==> config.mk <==
export PLATFORM = sky130hd
export DESIGN_NAME = utf8_charset_validator_unit
export DESIGN_NICKNAME = d
export VERILOG_FILES = /design/src/ucv_pkg.sv /design/src/utf8_charset_validator_unit.sv /design/src/ucv_front.sv /design/src/ucv_queue.sv /design/src/ucv_back.sv
export SDC_FILE = /design/constraint.sdc
export NUM_CORES = 1
export LEC_CHECK = 0
export BUFFER_PORTS_ARGS = -buffer_cell sky130_fd_sc_hd__buf_2
export CAP_MARGIN = 30
export CORE_UTILIZATION = 60
export CTS_CLUSTER_SIZE = 16
export DETAILED_ROUTE_END_ITERATION = 8
export GPL_ROUTABILITY_DRIVEN = 1
export PLACE_DENSITY = 0.76
export SLEW_MARGIN = 20
export SYNTH_ARGS = -nofsm -noshare
export SYNTH_HDL_FRONTEND = slang
export SYNTH_HIERARCHICAL = 1
export SYNTH_SLANG_ARGS = --single-unit
==> constraint.sdc <==
create_clock -name clk -period 3.9 [get_ports clk]
set_clock_uncertainty 0.15 [all_clocks]
set_input_delay 0.195 -clock clk [delete_from_list [all_inputs] [get_ports clk]]
set_output_delay 0.195 -clock clk [all_outputs]
set_load 0.02 [all_outputs]
==> src/ucv_pkg.sv <==
// shared types, constants and code point checks for the utf-8 charset validator
`default_nettype none

package ucv_pkg;

	localparam int QueueDepth = 4;
	localparam int QueuePtrW  = $clog2(QueueDepth);
	localparam int QueueCntW  = $clog2(QueueDepth + 1);

	localparam int CpW = 21;

	localparam logic [CpW-1:0] CpMax      = 21'h10ffff;
	localparam logic [CpW-1:0] SurrLow    = 21'h00d800;
	localparam logic [CpW-1:0] SurrHigh   = 21'h00dfff;
	localparam logic [CpW-1:0] Min2Byte   = 21'h000080;
	localparam logic [CpW-1:0] Min3Byte   = 21'h000800;
	localparam logic [CpW-1:0] Min4Byte   = 21'h010000;

	localparam logic [7:0] Lead2Mask  = 8'he0;
	localparam logic [7:0] Lead2Match = 8'hc0;
	localparam logic [7:0] Lead3Mask  = 8'hf0;
	localparam logic [7:0] Lead3Match = 8'he0;
	localparam logic [7:0] Lead4Mask  = 8'hf8;
	localparam logic [7:0] Lead4Match = 8'hf0;
	localparam logic [7:0] ContMask   = 8'hc0;
	localparam logic [7:0] ContMatch  = 8'h80;

	// sequence length minus one
	localparam logic [1:0] LenOne   = 2'd0;
	localparam logic [1:0] LenTwo   = 2'd1;
	localparam logic [1:0] LenThree = 2'd2;
	localparam logic [1:0] LenFour  = 2'd3;

	typedef enum logic [2:0] {
		KIND_ASCII,
		KIND_LEAD2,
		KIND_LEAD3,
		KIND_LEAD4,
		KIND_CONT,
		KIND_BAD
	} ucv_kind_t;

	// one classified byte as it travels through the queue
	typedef struct packed {
		ucv_kind_t  kind;
		logic [6:0] bits;      // payload bits, lead marker already stripped
		logic       ascii_ok;  // single byte code point is in the allowed set
		logic       last;
	} ucv_item_t;

	function automatic logic cp_allowed(input logic [CpW-1:0] cp);
		return cp inside {[21'h000020:21'h00007e], 21'h00000a, 21'h00000d, 21'h000009,
			[21'h000410:21'h00044f], 21'h000401, 21'h000451,
			[21'h002010:21'h002015],
			21'h0000a0, 21'h0000ab, 21'h0000bb,
			21'h002018, 21'h002019, 21'h00201c, 21'h00201d,
			21'h002026, 21'h00202f, 21'h0020bd, 21'h002116};
	endfunction

	// range, overlong, surrogate and allowed-set checks on a finished code point
	function automatic logic cp_legal(input logic [CpW-1:0] cp, input logic [1:0] len);
		logic [CpW-1:0] minimum;
		case (len)
			LenTwo:   minimum = Min2Byte;
			LenThree: minimum = Min3Byte;
			LenFour:  minimum = Min4Byte;
			default:  minimum = '0;
		endcase
		return (cp >= minimum) && (cp <= CpMax) &&
			!((cp >= SurrLow) && (cp <= SurrHigh)) && cp_allowed(cp);
	endfunction

endpackage

`default_nettype wire

==> src/utf8_charset_validator_unit.sv <==
// top level of the utf-8 charset validator: front, queue and back end
`default_nettype none

//  channel | signals                        | direction | meaning
//  in      | in_valid in_ready              | into unit | one text byte per item
//          | data_byte[7:0] last_byte       |           | last_byte marks string end
//  out     | out_valid out_ready string_ok  | out of    | one verdict per string
//
//  one byte per cycle sustained unless a stalled verdict fills the queue; the decoder
//  state update is the single-cycle loop. out_valid rises once the final byte has
//  passed the queue entry register and then the back end's out_valid register
//  reset clears the queue, decoder state and verdict slot; no clearing pass
//  a stalled verdict only holds up the next final byte; other bytes keep
//  draining, and the four-entry queue absorbs short stalls on either side

module utf8_charset_validator_unit (
	input  wire logic       clk,
	input  wire logic       arst_n,
	input  wire logic       in_valid,
	output      logic       in_ready,
	input  wire logic [7:0] data_byte,
	input  wire logic       last_byte,
	output      logic       out_valid,
	input  wire logic       out_ready,
	output      logic       string_ok
);
	import ucv_pkg::*;

	ucv_item_t front_item;   // classified byte from the front end
	ucv_item_t head_item;    // oldest queued item
	logic      head_valid;
	logic      head_ready;

	// front end: pure classification of the incoming byte
	ucv_front u_front (
		.data_byte (data_byte),
		.last_byte (last_byte),
		.item      (front_item)
	);

	// decoupling queue, which absorbs short stalls between input and output
	ucv_queue u_queue (
		.clk        (clk),
		.arst_n     (arst_n),
		.push_valid (in_valid),
		.push_ready (in_ready),
		.push_item  (front_item),
		.pop_valid  (head_valid),
		.pop_ready  (head_ready),
		.pop_item   (head_item)
	);

	// back end: sequence decode, sticky failure, registered verdict
	ucv_back u_back (
		.clk        (clk),
		.arst_n     (arst_n),
		.item_valid (head_valid),
		.item_ready (head_ready),
		.item       (head_item),
		.out_valid  (out_valid),
		.out_ready  (out_ready),
		.string_ok  (string_ok)
	);

`ifndef NO_ASSERTIONS
	// a final byte taken by the back end always raises a verdict next cycle
	a_last_gives_verdict: assert property (@(posedge clk) disable iff (!arst_n)
		head_valid && head_ready && head_item.last |=> out_valid)
		else $error("final item did not produce a verdict");

	// a verdict never shows up without a final byte having been taken
	a_verdict_has_cause: assert property (@(posedge clk) disable iff (!arst_n)
		$rose(out_valid) |-> $past(head_valid && head_ready && head_item.last))
		else $error("verdict raised without a final item");

	// non-final bytes are never held back by the back end
	a_nonlast_flows: assert property (@(posedge clk) disable iff (!arst_n)
		head_valid && !head_item.last |-> head_ready)
		else $error("back end stalled a non-final item");
`endif

endmodule

`default_nettype wire

==> src/ucv_front.sv <==
// front end: sorts each incoming byte into ascii, lead, continuation or bad
`default_nettype none

module ucv_front (
	input  wire logic [7:0]         data_byte,
	input  wire logic               last_byte,
	output      ucv_pkg::ucv_item_t item
);
	import ucv_pkg::*;

	always_comb begin
		item.last     = last_byte;
		item.ascii_ok = cp_allowed({14'd0, data_byte[6:0]});
		item.bits     = data_byte[6:0];
		item.kind     = KIND_BAD;
		if (!data_byte[7]) begin
			item.kind = KIND_ASCII;
		end else if ((data_byte & ContMask) == ContMatch) begin
			item.kind = KIND_CONT;
			item.bits = {1'b0, data_byte[5:0]};
		end else if ((data_byte & Lead2Mask) == Lead2Match) begin
			item.kind = KIND_LEAD2;
			item.bits = {2'b0, data_byte[4:0]};
		end else if ((data_byte & Lead3Mask) == Lead3Match) begin
			item.kind = KIND_LEAD3;
			item.bits = {3'b0, data_byte[3:0]};
		end else if ((data_byte & Lead4Mask) == Lead4Match) begin
			item.kind = KIND_LEAD4;
			item.bits = {4'b0, data_byte[2:0]};
		end
	end

endmodule

`default_nettype wire

==> src/ucv_queue.sv <==
// short fifo of classified items between the front and back ends
`default_nettype none

module ucv_queue (
	input  wire logic               clk,
	input  wire logic               arst_n,
	input  wire logic               push_valid,
	output      logic               push_ready,
	input  wire ucv_pkg::ucv_item_t push_item,
	output      logic               pop_valid,
	input  wire logic               pop_ready,
	output      ucv_pkg::ucv_item_t pop_item
);
	import ucv_pkg::*;

	ucv_item_t             entry_q [QueueDepth];
	logic [QueuePtrW-1:0]  wr_ptr_q;
	logic [QueuePtrW-1:0]  rd_ptr_q;
	logic [QueueCntW-1:0]  count_q;
	logic                  do_push;
	logic                  do_pop;

	assign push_ready = (count_q != QueueCntW'(QueueDepth));
	assign pop_valid  = (count_q != '0);
	assign pop_item   = entry_q[rd_ptr_q];
	assign do_push    = push_valid && push_ready;
	assign do_pop     = pop_valid && pop_ready;

	always_ff @(posedge clk) begin
		if (do_push) begin
			entry_q[wr_ptr_q] <= push_item;
		end
	end

	always_ff @(posedge clk or negedge arst_n) begin
		if (!arst_n) begin
			wr_ptr_q <= '0;
			rd_ptr_q <= '0;
			count_q  <= '0;
		end else begin
			if (do_push) begin
				wr_ptr_q <= wr_ptr_q + QueuePtrW'(1);
			end
			if (do_pop) begin
				rd_ptr_q <= rd_ptr_q + QueuePtrW'(1);
			end
			if (do_push && !do_pop) begin
				count_q <= count_q + QueueCntW'(1);
			end else if (do_pop && !do_push) begin
				count_q <= count_q - QueueCntW'(1);
			end
		end
	end

endmodule

`default_nettype wire

==> src/ucv_back.sv <==
// back end: utf-8 sequence decoder, sticky failure and verdict register
`default_nettype none

module ucv_back (
	input  wire logic               clk,
	input  wire logic               arst_n,
	input  wire logic               item_valid,
	output      logic               item_ready,
	input  wire ucv_pkg::ucv_item_t item,
	output      logic               out_valid,
	input  wire logic               out_ready,
	output      logic               string_ok
);
	import ucv_pkg::*;

	logic [CpW-1:0] cp_q, cp_n;
	logic [1:0]     rem_q, rem_n;
	logic [1:0]     len_q, len_n;
	logic           failed_q, failed_n;
	logic           out_valid_q;
	logic           string_ok_q;
	logic           verdict;
	logic           fail;
	logic [CpW-1:0] shifted;
	logic           take;

	// a non-final item never waits; a final one needs the verdict slot free
	assign item_ready = !item.last || !out_valid_q || out_ready;
	assign take       = item_valid && item_ready;
	assign out_valid  = out_valid_q;
	assign string_ok  = string_ok_q;

	always_comb begin
		cp_n     = cp_q;
		rem_n    = rem_q;
		len_n    = len_q;
		failed_n = failed_q;
		fail     = 1'b0;
		shifted  = {cp_q[CpW-7:0], item.bits[5:0]};
		if (!failed_q) begin
			if (rem_q == 2'd0) begin
				case (item.kind)
					KIND_ASCII: begin
						fail = !item.ascii_ok;
					end
					KIND_LEAD2: begin
						cp_n  = CpW'(item.bits);
						rem_n = 2'd1;
						len_n = LenTwo;
					end
					KIND_LEAD3: begin
						cp_n  = CpW'(item.bits);
						rem_n = 2'd2;
						len_n = LenThree;
					end
					KIND_LEAD4: begin
						cp_n  = CpW'(item.bits);
						rem_n = 2'd3;
						len_n = LenFour;
					end
					default: begin
						fail = 1'b1;
					end
				endcase
			end else if (item.kind != KIND_CONT) begin
				fail = 1'b1;
			end else begin
				rem_n = rem_q - 2'd1;
				if (rem_q == 2'd1) begin
					cp_n  = '0;
					len_n = LenOne;
					fail  = !cp_legal(shifted, len_q);
				end else begin
					cp_n = shifted;
				end
			end
		end
		if (fail) begin
			failed_n = 1'b1;
			cp_n     = '0;
			rem_n    = '0;
			len_n    = LenOne;
		end
		// a sequence cut off by the end of the string fails too
		verdict = !failed_n && (rem_n == 2'd0);
		if (item.last) begin
			failed_n = 1'b0;
			cp_n     = '0;
			rem_n    = '0;
			len_n    = LenOne;
		end
	end

	always_ff @(posedge clk or negedge arst_n) begin
		if (!arst_n) begin
			cp_q        <= '0;
			rem_q       <= '0;
			len_q       <= LenOne;
			failed_q    <= 1'b0;
			out_valid_q <= 1'b0;
		end else begin
			if (take) begin
				cp_q     <= cp_n;
				rem_q    <= rem_n;
				len_q    <= len_n;
				failed_q <= failed_n;
			end
			if (take && item.last) begin
				out_valid_q <= 1'b1;
			end else if (out_ready) begin
				out_valid_q <= 1'b0;
			end
		end
	end

	always_ff @(posedge clk) begin
		if (take && item.last) begin
			string_ok_q <= verdict;
		end
	end

endmodule

`default_nettype wire
== Yosys cells after proc, flatten, opt, wreduce, memory -nomap -nowiden ==
Memory sizes are Yosys's and may differ from the RTL's.
Cells that the tools add are included.
Word-level totals
  bits in registers: 29
  bits in writable memories: 48
  output and inout port bits: 3
  word-level logic and storage cells: 149
  memories kept: 1
Memories
  u_queue.entry_q: words 4, width 12, rd ports 1, clocked after Yosys merged registers in 0, wr ports 1, RTL line ucv_queue.sv:16  | ucv_item_t entry_q [QueueDepth];
Operators by class
  add/sub/neg operators: 5
  order comparisons: 16
  eq/ne operators: 36
  mux-type cells: 44
  reductions and logical operators: 38
Operators with widths (count)
  $eq A21 B14 Y1 const B: 8
  $mux W15: 7
  $mux W21: 4
  $eq A21 B4 Y1 const B: 3
  $eq A21 B8 Y1 const B: 3
  $pmux W17 S3: 1
  $eq A21 B11 Y1 const B: 2
  $mux W10: 4
  $reduce_bool A19 Y1: 2
  $mux W2: 11
  $eq A7 B4 Y1 const B: 3
  $ge A21 B11 Y1 const B: 1
  $ge A21 B14 Y1 const B: 1
  $ge A21 B16 Y1 const B: 1
  $ge A21 B21 Y1: 1
  $ge A21 B6 Y1 const B: 1
  $le A21 B11 Y1 const B: 1
  $le A21 B14 Y1 const B: 1
  $le A21 B16 Y1 const B: 1
  $le A21 B21 Y1 const B: 1
  $le A21 B7 Y1 const B: 1
  $logic_and A1 B1 Y1: 16
  $ge A7 B14 Y1 const B: 1
  $le A7 B14 Y1 const B: 1
  other kinds (35): 63

== Depth between registers and ports, before layout ==
  depth after elaboration: 18
  depth in mapped cells: 12

== Modules after synthesis ==
The synthesis kept the hierarchy.
By module, submodules not included
  ucv_queue: instances 1, cells each 98, area each 2174.6 µm²
  ucv_back: instances 1, cells each 191, area each 1808.0 µm²
  ucv_front: instances 1, cells each 21, area each 170.2 µm²

== Worst setup path after synthesis ==
OpenSTA, ideal clock, no wires.
  kind: register to register
  start point: reg u_queue.rd_ptr_q[0]
  end point: reg u_back.cp_q[11]
  library setup time: 68 ps
  arrival: 3190 ps
  setup slack: 492 ps
  cell stages (with the launch flop): 11
  buffers on the path: 3
  period minus slack after synthesis: 3408 ps
  cell sequence: dfrtp_1 buf_6 mux4_1 clkbuf_8 or4_2 or4_4 nand4_2 o32ai_4 o311ai_4 buf_6 a22o_1
RTL lines
  start: declaration: RTL line ucv_queue.sv:18  | logic [QueuePtrW-1:0] rd_ptr_q;
  start signal: assignment: RTL line ucv_queue.sv:45  | rd_ptr_q <= rd_ptr_q + QueuePtrW'(1);
  end signal: assignment: RTL line ucv_back.sv:103  | cp_q <= cp_n;
  end: declaration: RTL line ucv_back.sv:16  | logic [CpW-1:0] cp_q, cp_n;

==> impl_results.md <==
* Run status: complete, no violations
* Fraction of layout instances using a drive strength above 1 at 25.4%
* Net count of the finished layout at 354
* Largest fanout on the critical path at 15
* Setup repair after global routing missed its margin: false
* Worst hold path class: primary input to flip-flop
* Met1 Usage GRT at 33.1%
* Initial antenna violation count at 0
* Data arrival time of the worst path at 3.55 ns
* # clock sinks at 77
* Met3 track demand over resource in global routing at 6.03%
* Cts-stage hold buffer count at 7
* Vias at 2668
* LEAKAGE at 1.69 nW
* Net Count, Synth at 334
* Slew HR at 57.0%
* Number of rows created at floorplan at 29
* Clk buf depth at 2
* Number of DRC markers after the initial detailed-route iteration at 242
* Library cell with the largest summed area after synthesis: edfxtp_1
* Count of flip-flops with a built-in enable after synthesis at 49
* Time the final worst path needs with I/O delays and setup at 3.46 ns
* Instance count of the mapped netlist at 310
* Clk Latency, worst-skew pair at 0.35 ns
* Layout area overhead at 6.69%
* Yosys Warn Count at 6
* Ranking of synthesized cells by area: edfxtp_1, dfrtp_1, mux4_2
* Maximum clock rate at 289 MHz
* Setup TNS at 0 ns
* Final period util at 88.7%
* Die area at 0.00726 mm²
* Busiest layer in global routing: met2
* H-tree levels at 3
* Netlist area before placement at 0.00415 mm²
* Max-slew violations at 0
* TritonCTS clock tree: done
* Area share of the largest cell type after synthesis at 35.4%
* Number of maximum-capacitance violations at 0
* Count of unresolved DRC violations after routing at 0
* Data required time at the worst endpoint at 3.99 ns
* GRT Total Usage at 24.1%
* Worst Hold Slack at 0.0790 ns
* Top_reg_cell synth: edfxtp_1
* Vias per std cell at 6.48
* Post-synthesis register bit count at 77
* Finish-stage setup viols at 0
* Count of inserted antenna diode cells at 0
* Power per cell area at 830 mW/mm²
* Grt ovf at 0
* Routed length per instance at 18.7 µm
* Via count of the first global-routing pass at 2685
* Pre-Repair DR Iteration Count at 5
* Postcts setup bufs at 0
* Clock Pin Slew Worst Setup and Hold Paths at 0.08 ns
* Chip width at 85.2 µm
* TritonCTS buffer count at 9
* WHS Path Cells at 2
* Startpoint kind of the worst setup timing path: flip-flop
* Post-detailed-route count of antenna-violating nets at 0
* HPWL after detailed placement at 5150 µm
* Number of ports placed on the die boundary at 16
* Number of gates resized after cts at 0
* Number of hold-slack violations in the final timing report at 0
* Global routing usage on met2 at 37.8%
* Register area share after synthesis at 52.3%
* Core area at 0.00653 mm²
* Die Span Y at 85.2 µm
* Filler cell count at 462
* Critical path endpoint category: flip-flop
* Unique cell type count in the Yosys netlist at 80
* Worst voltage drop across the vdd grid at 0.568 mV
* Cell depth of the worst flop-to-flop path at 11
* Post-synth ARST share at 36.4%
* Avg Cell Area, Syn at 13.4 µm²
* Measured slew at the worst slew-check pin at 0.645 ns
* Root buffer selected by CTS: clkbuf_8
* Total wire length after detailed routing at 7700 µm
* Kind of critical path: flip-flop to flip-flop
* Port bufs at 15
* Routability cong. at 0.921
* Initial core utilization at 63.6%
* Pin count of the biggest net entering global routing at 29
* Global-route wire length before repair at 13200 µm
==> layer usage <==
| metal | share of wire [%] | vias to the layer above |
|---|---|---|
| met5 | 0 | - |
| met4 | 1.8 | 0 |
| met3 | 5.5 | 17 |
| met2 | 48 | 103 |
| met1 | 45 | 1305 |
| li1 | - | 1243 |
==> cell type report <==
type                            instances  area (µm²)  share of cell area (%)
Tap cell                               77        96.3                    2.17
Inverter                               15        56.3                    1.27
Timing Repair Buffer                   28         190                    4.29
Clock buffer                           10         138                    3.11
Multi-Input combinational cell        199        1710                    38.6
Sequential cell                        77        2170                    49.0
Clock inverter                          6        67.6                    1.52
==> power breakdown <==
| part | switching, W | internal (W) | leakage (nW) |
|---|---|---|---|
| Clock | 0.000301 | 0.000316 | 0.0993 |
| Combinational | 0.00104 | 0.000750 | 0.768 |
| Sequential | 0.000167 | 0.00110 | 0.820 |
| Total | 0.00151 | 0.00217 | 1.69 |
==> final timing paths <==
path | startpoint | to | slack, ns
max in group asynchronous | arst_n | u_queue/wr_ptr_q[1] | 2.93
min reg2reg | u_back/out_valid | u_back/out_valid | 0.37
min in group asynchronous | arst_n | u_back/cp_q[7] | 0.25
max reg2reg | u_queue/rd_ptr_q[0] | u_back/cp_q[5] | 0.44
max | u_queue/rd_ptr_q[0] | u_back/cp_q[5] | 0.44
min | data_byte[4] | u_queue/entry_q[0][1] | 0.08
==> state kept, by name (all words and copies together) (netlist names) <==
signal and count:
u_back/cp_q 15, u_back/failed_q 1, u_back/len_q 2, u_queue/rd_ptr_q 2, u_queue/count_q 3, u_back/string_ok 1, u_queue/wr_ptr_q 2, u_queue/entry_q 48
u_back/rem_q 2, u_back/out_valid 1
==> metrics by stage <==
step                setup slack, ns  utilization (%)  cell area, µm²  std cells  power, W
floorplan                     0.492                -            4150        310   0.00281
global placement              0.498             63.6            4160        389   0.00301
detailed placement            0.456             63.6            4160        389   0.00304
CTS                           0.435             67.8            4430        412   0.00368
global route                  0.181             67.8            4430        412   0.00394
finish                        0.440             67.8            4430        412   0.00368
==> cells in the final DEF (no fill, tap or decap), drive strengths merged, types with 4 or more instances in the layout <==
| master | count |
|---|---|
| nor4 | 5 |
| nor2 | 18 |
| clkbuf | 10 |
| a22o | 14 |
| nor3 | 10 |
| or3 | 5 |
| or4 | 7 |
| nand2 | 16 |
| a21oi | 7 |
| o21ai | 6 |
| mux4 | 12 |
| dfrtp | 28 |
| nand4 | 6 |
| and2 | 6 |
| buf | 21 |
| dlygate4sd3 | 7 |
| xnor2 | 5 |
| edfxtp | 49 |
| nand3 | 6 |
| ha | 10 |
| nor2b | 4 |
| a21boi | 4 |
| inv | 17 |
==> critical path, cell delays in order (launching register included) <==
cell and delay, ns:
dfrtp_1 0.33, buf_4 0.17, buf_4 0.21, mux4_1 0.70, nor3_1 0.26, o21ai_0 0.14
a31oi_1 0.21, nand4_2 0.15, o32ai_4 0.42, o311ai_4 0.13, buf_4 0.20, a22o_2 0.26
==> cells by family after synthesis <==
group,synth area share [%]
AO/OA/AOI/OAI,12.8
flip-flops,52.3
XOR/XNOR,1.69
AND/OR/NAND/NOR,15.5
buffers and inverters,6.51
multiplexers,7.68
adder cells (fa/ha/maj),3.50
==> cells in the mapped netlist, drive strengths merged, types with 3 or more instances <==
cell	instances
nand2	16
mux2	3
or3	5
mux4	12
o311ai	3
and2	6
dfrtp	28
a21boi	4
xnor2	5
edfxtp	49
nand3	6
nand4	6
or2b	3
a21oi	7
nor3b	3
nand2b	3
a31oi	3
nor3	10
xor2	3
nor2b	4
nor2	18
or4	7
inv	15
o21ai	6
buf	12
clkbuf	6
a22o	14
nor4	5
ha	10
o41ai	3
No activity file was read; power rests on OpenSTA's default activity.
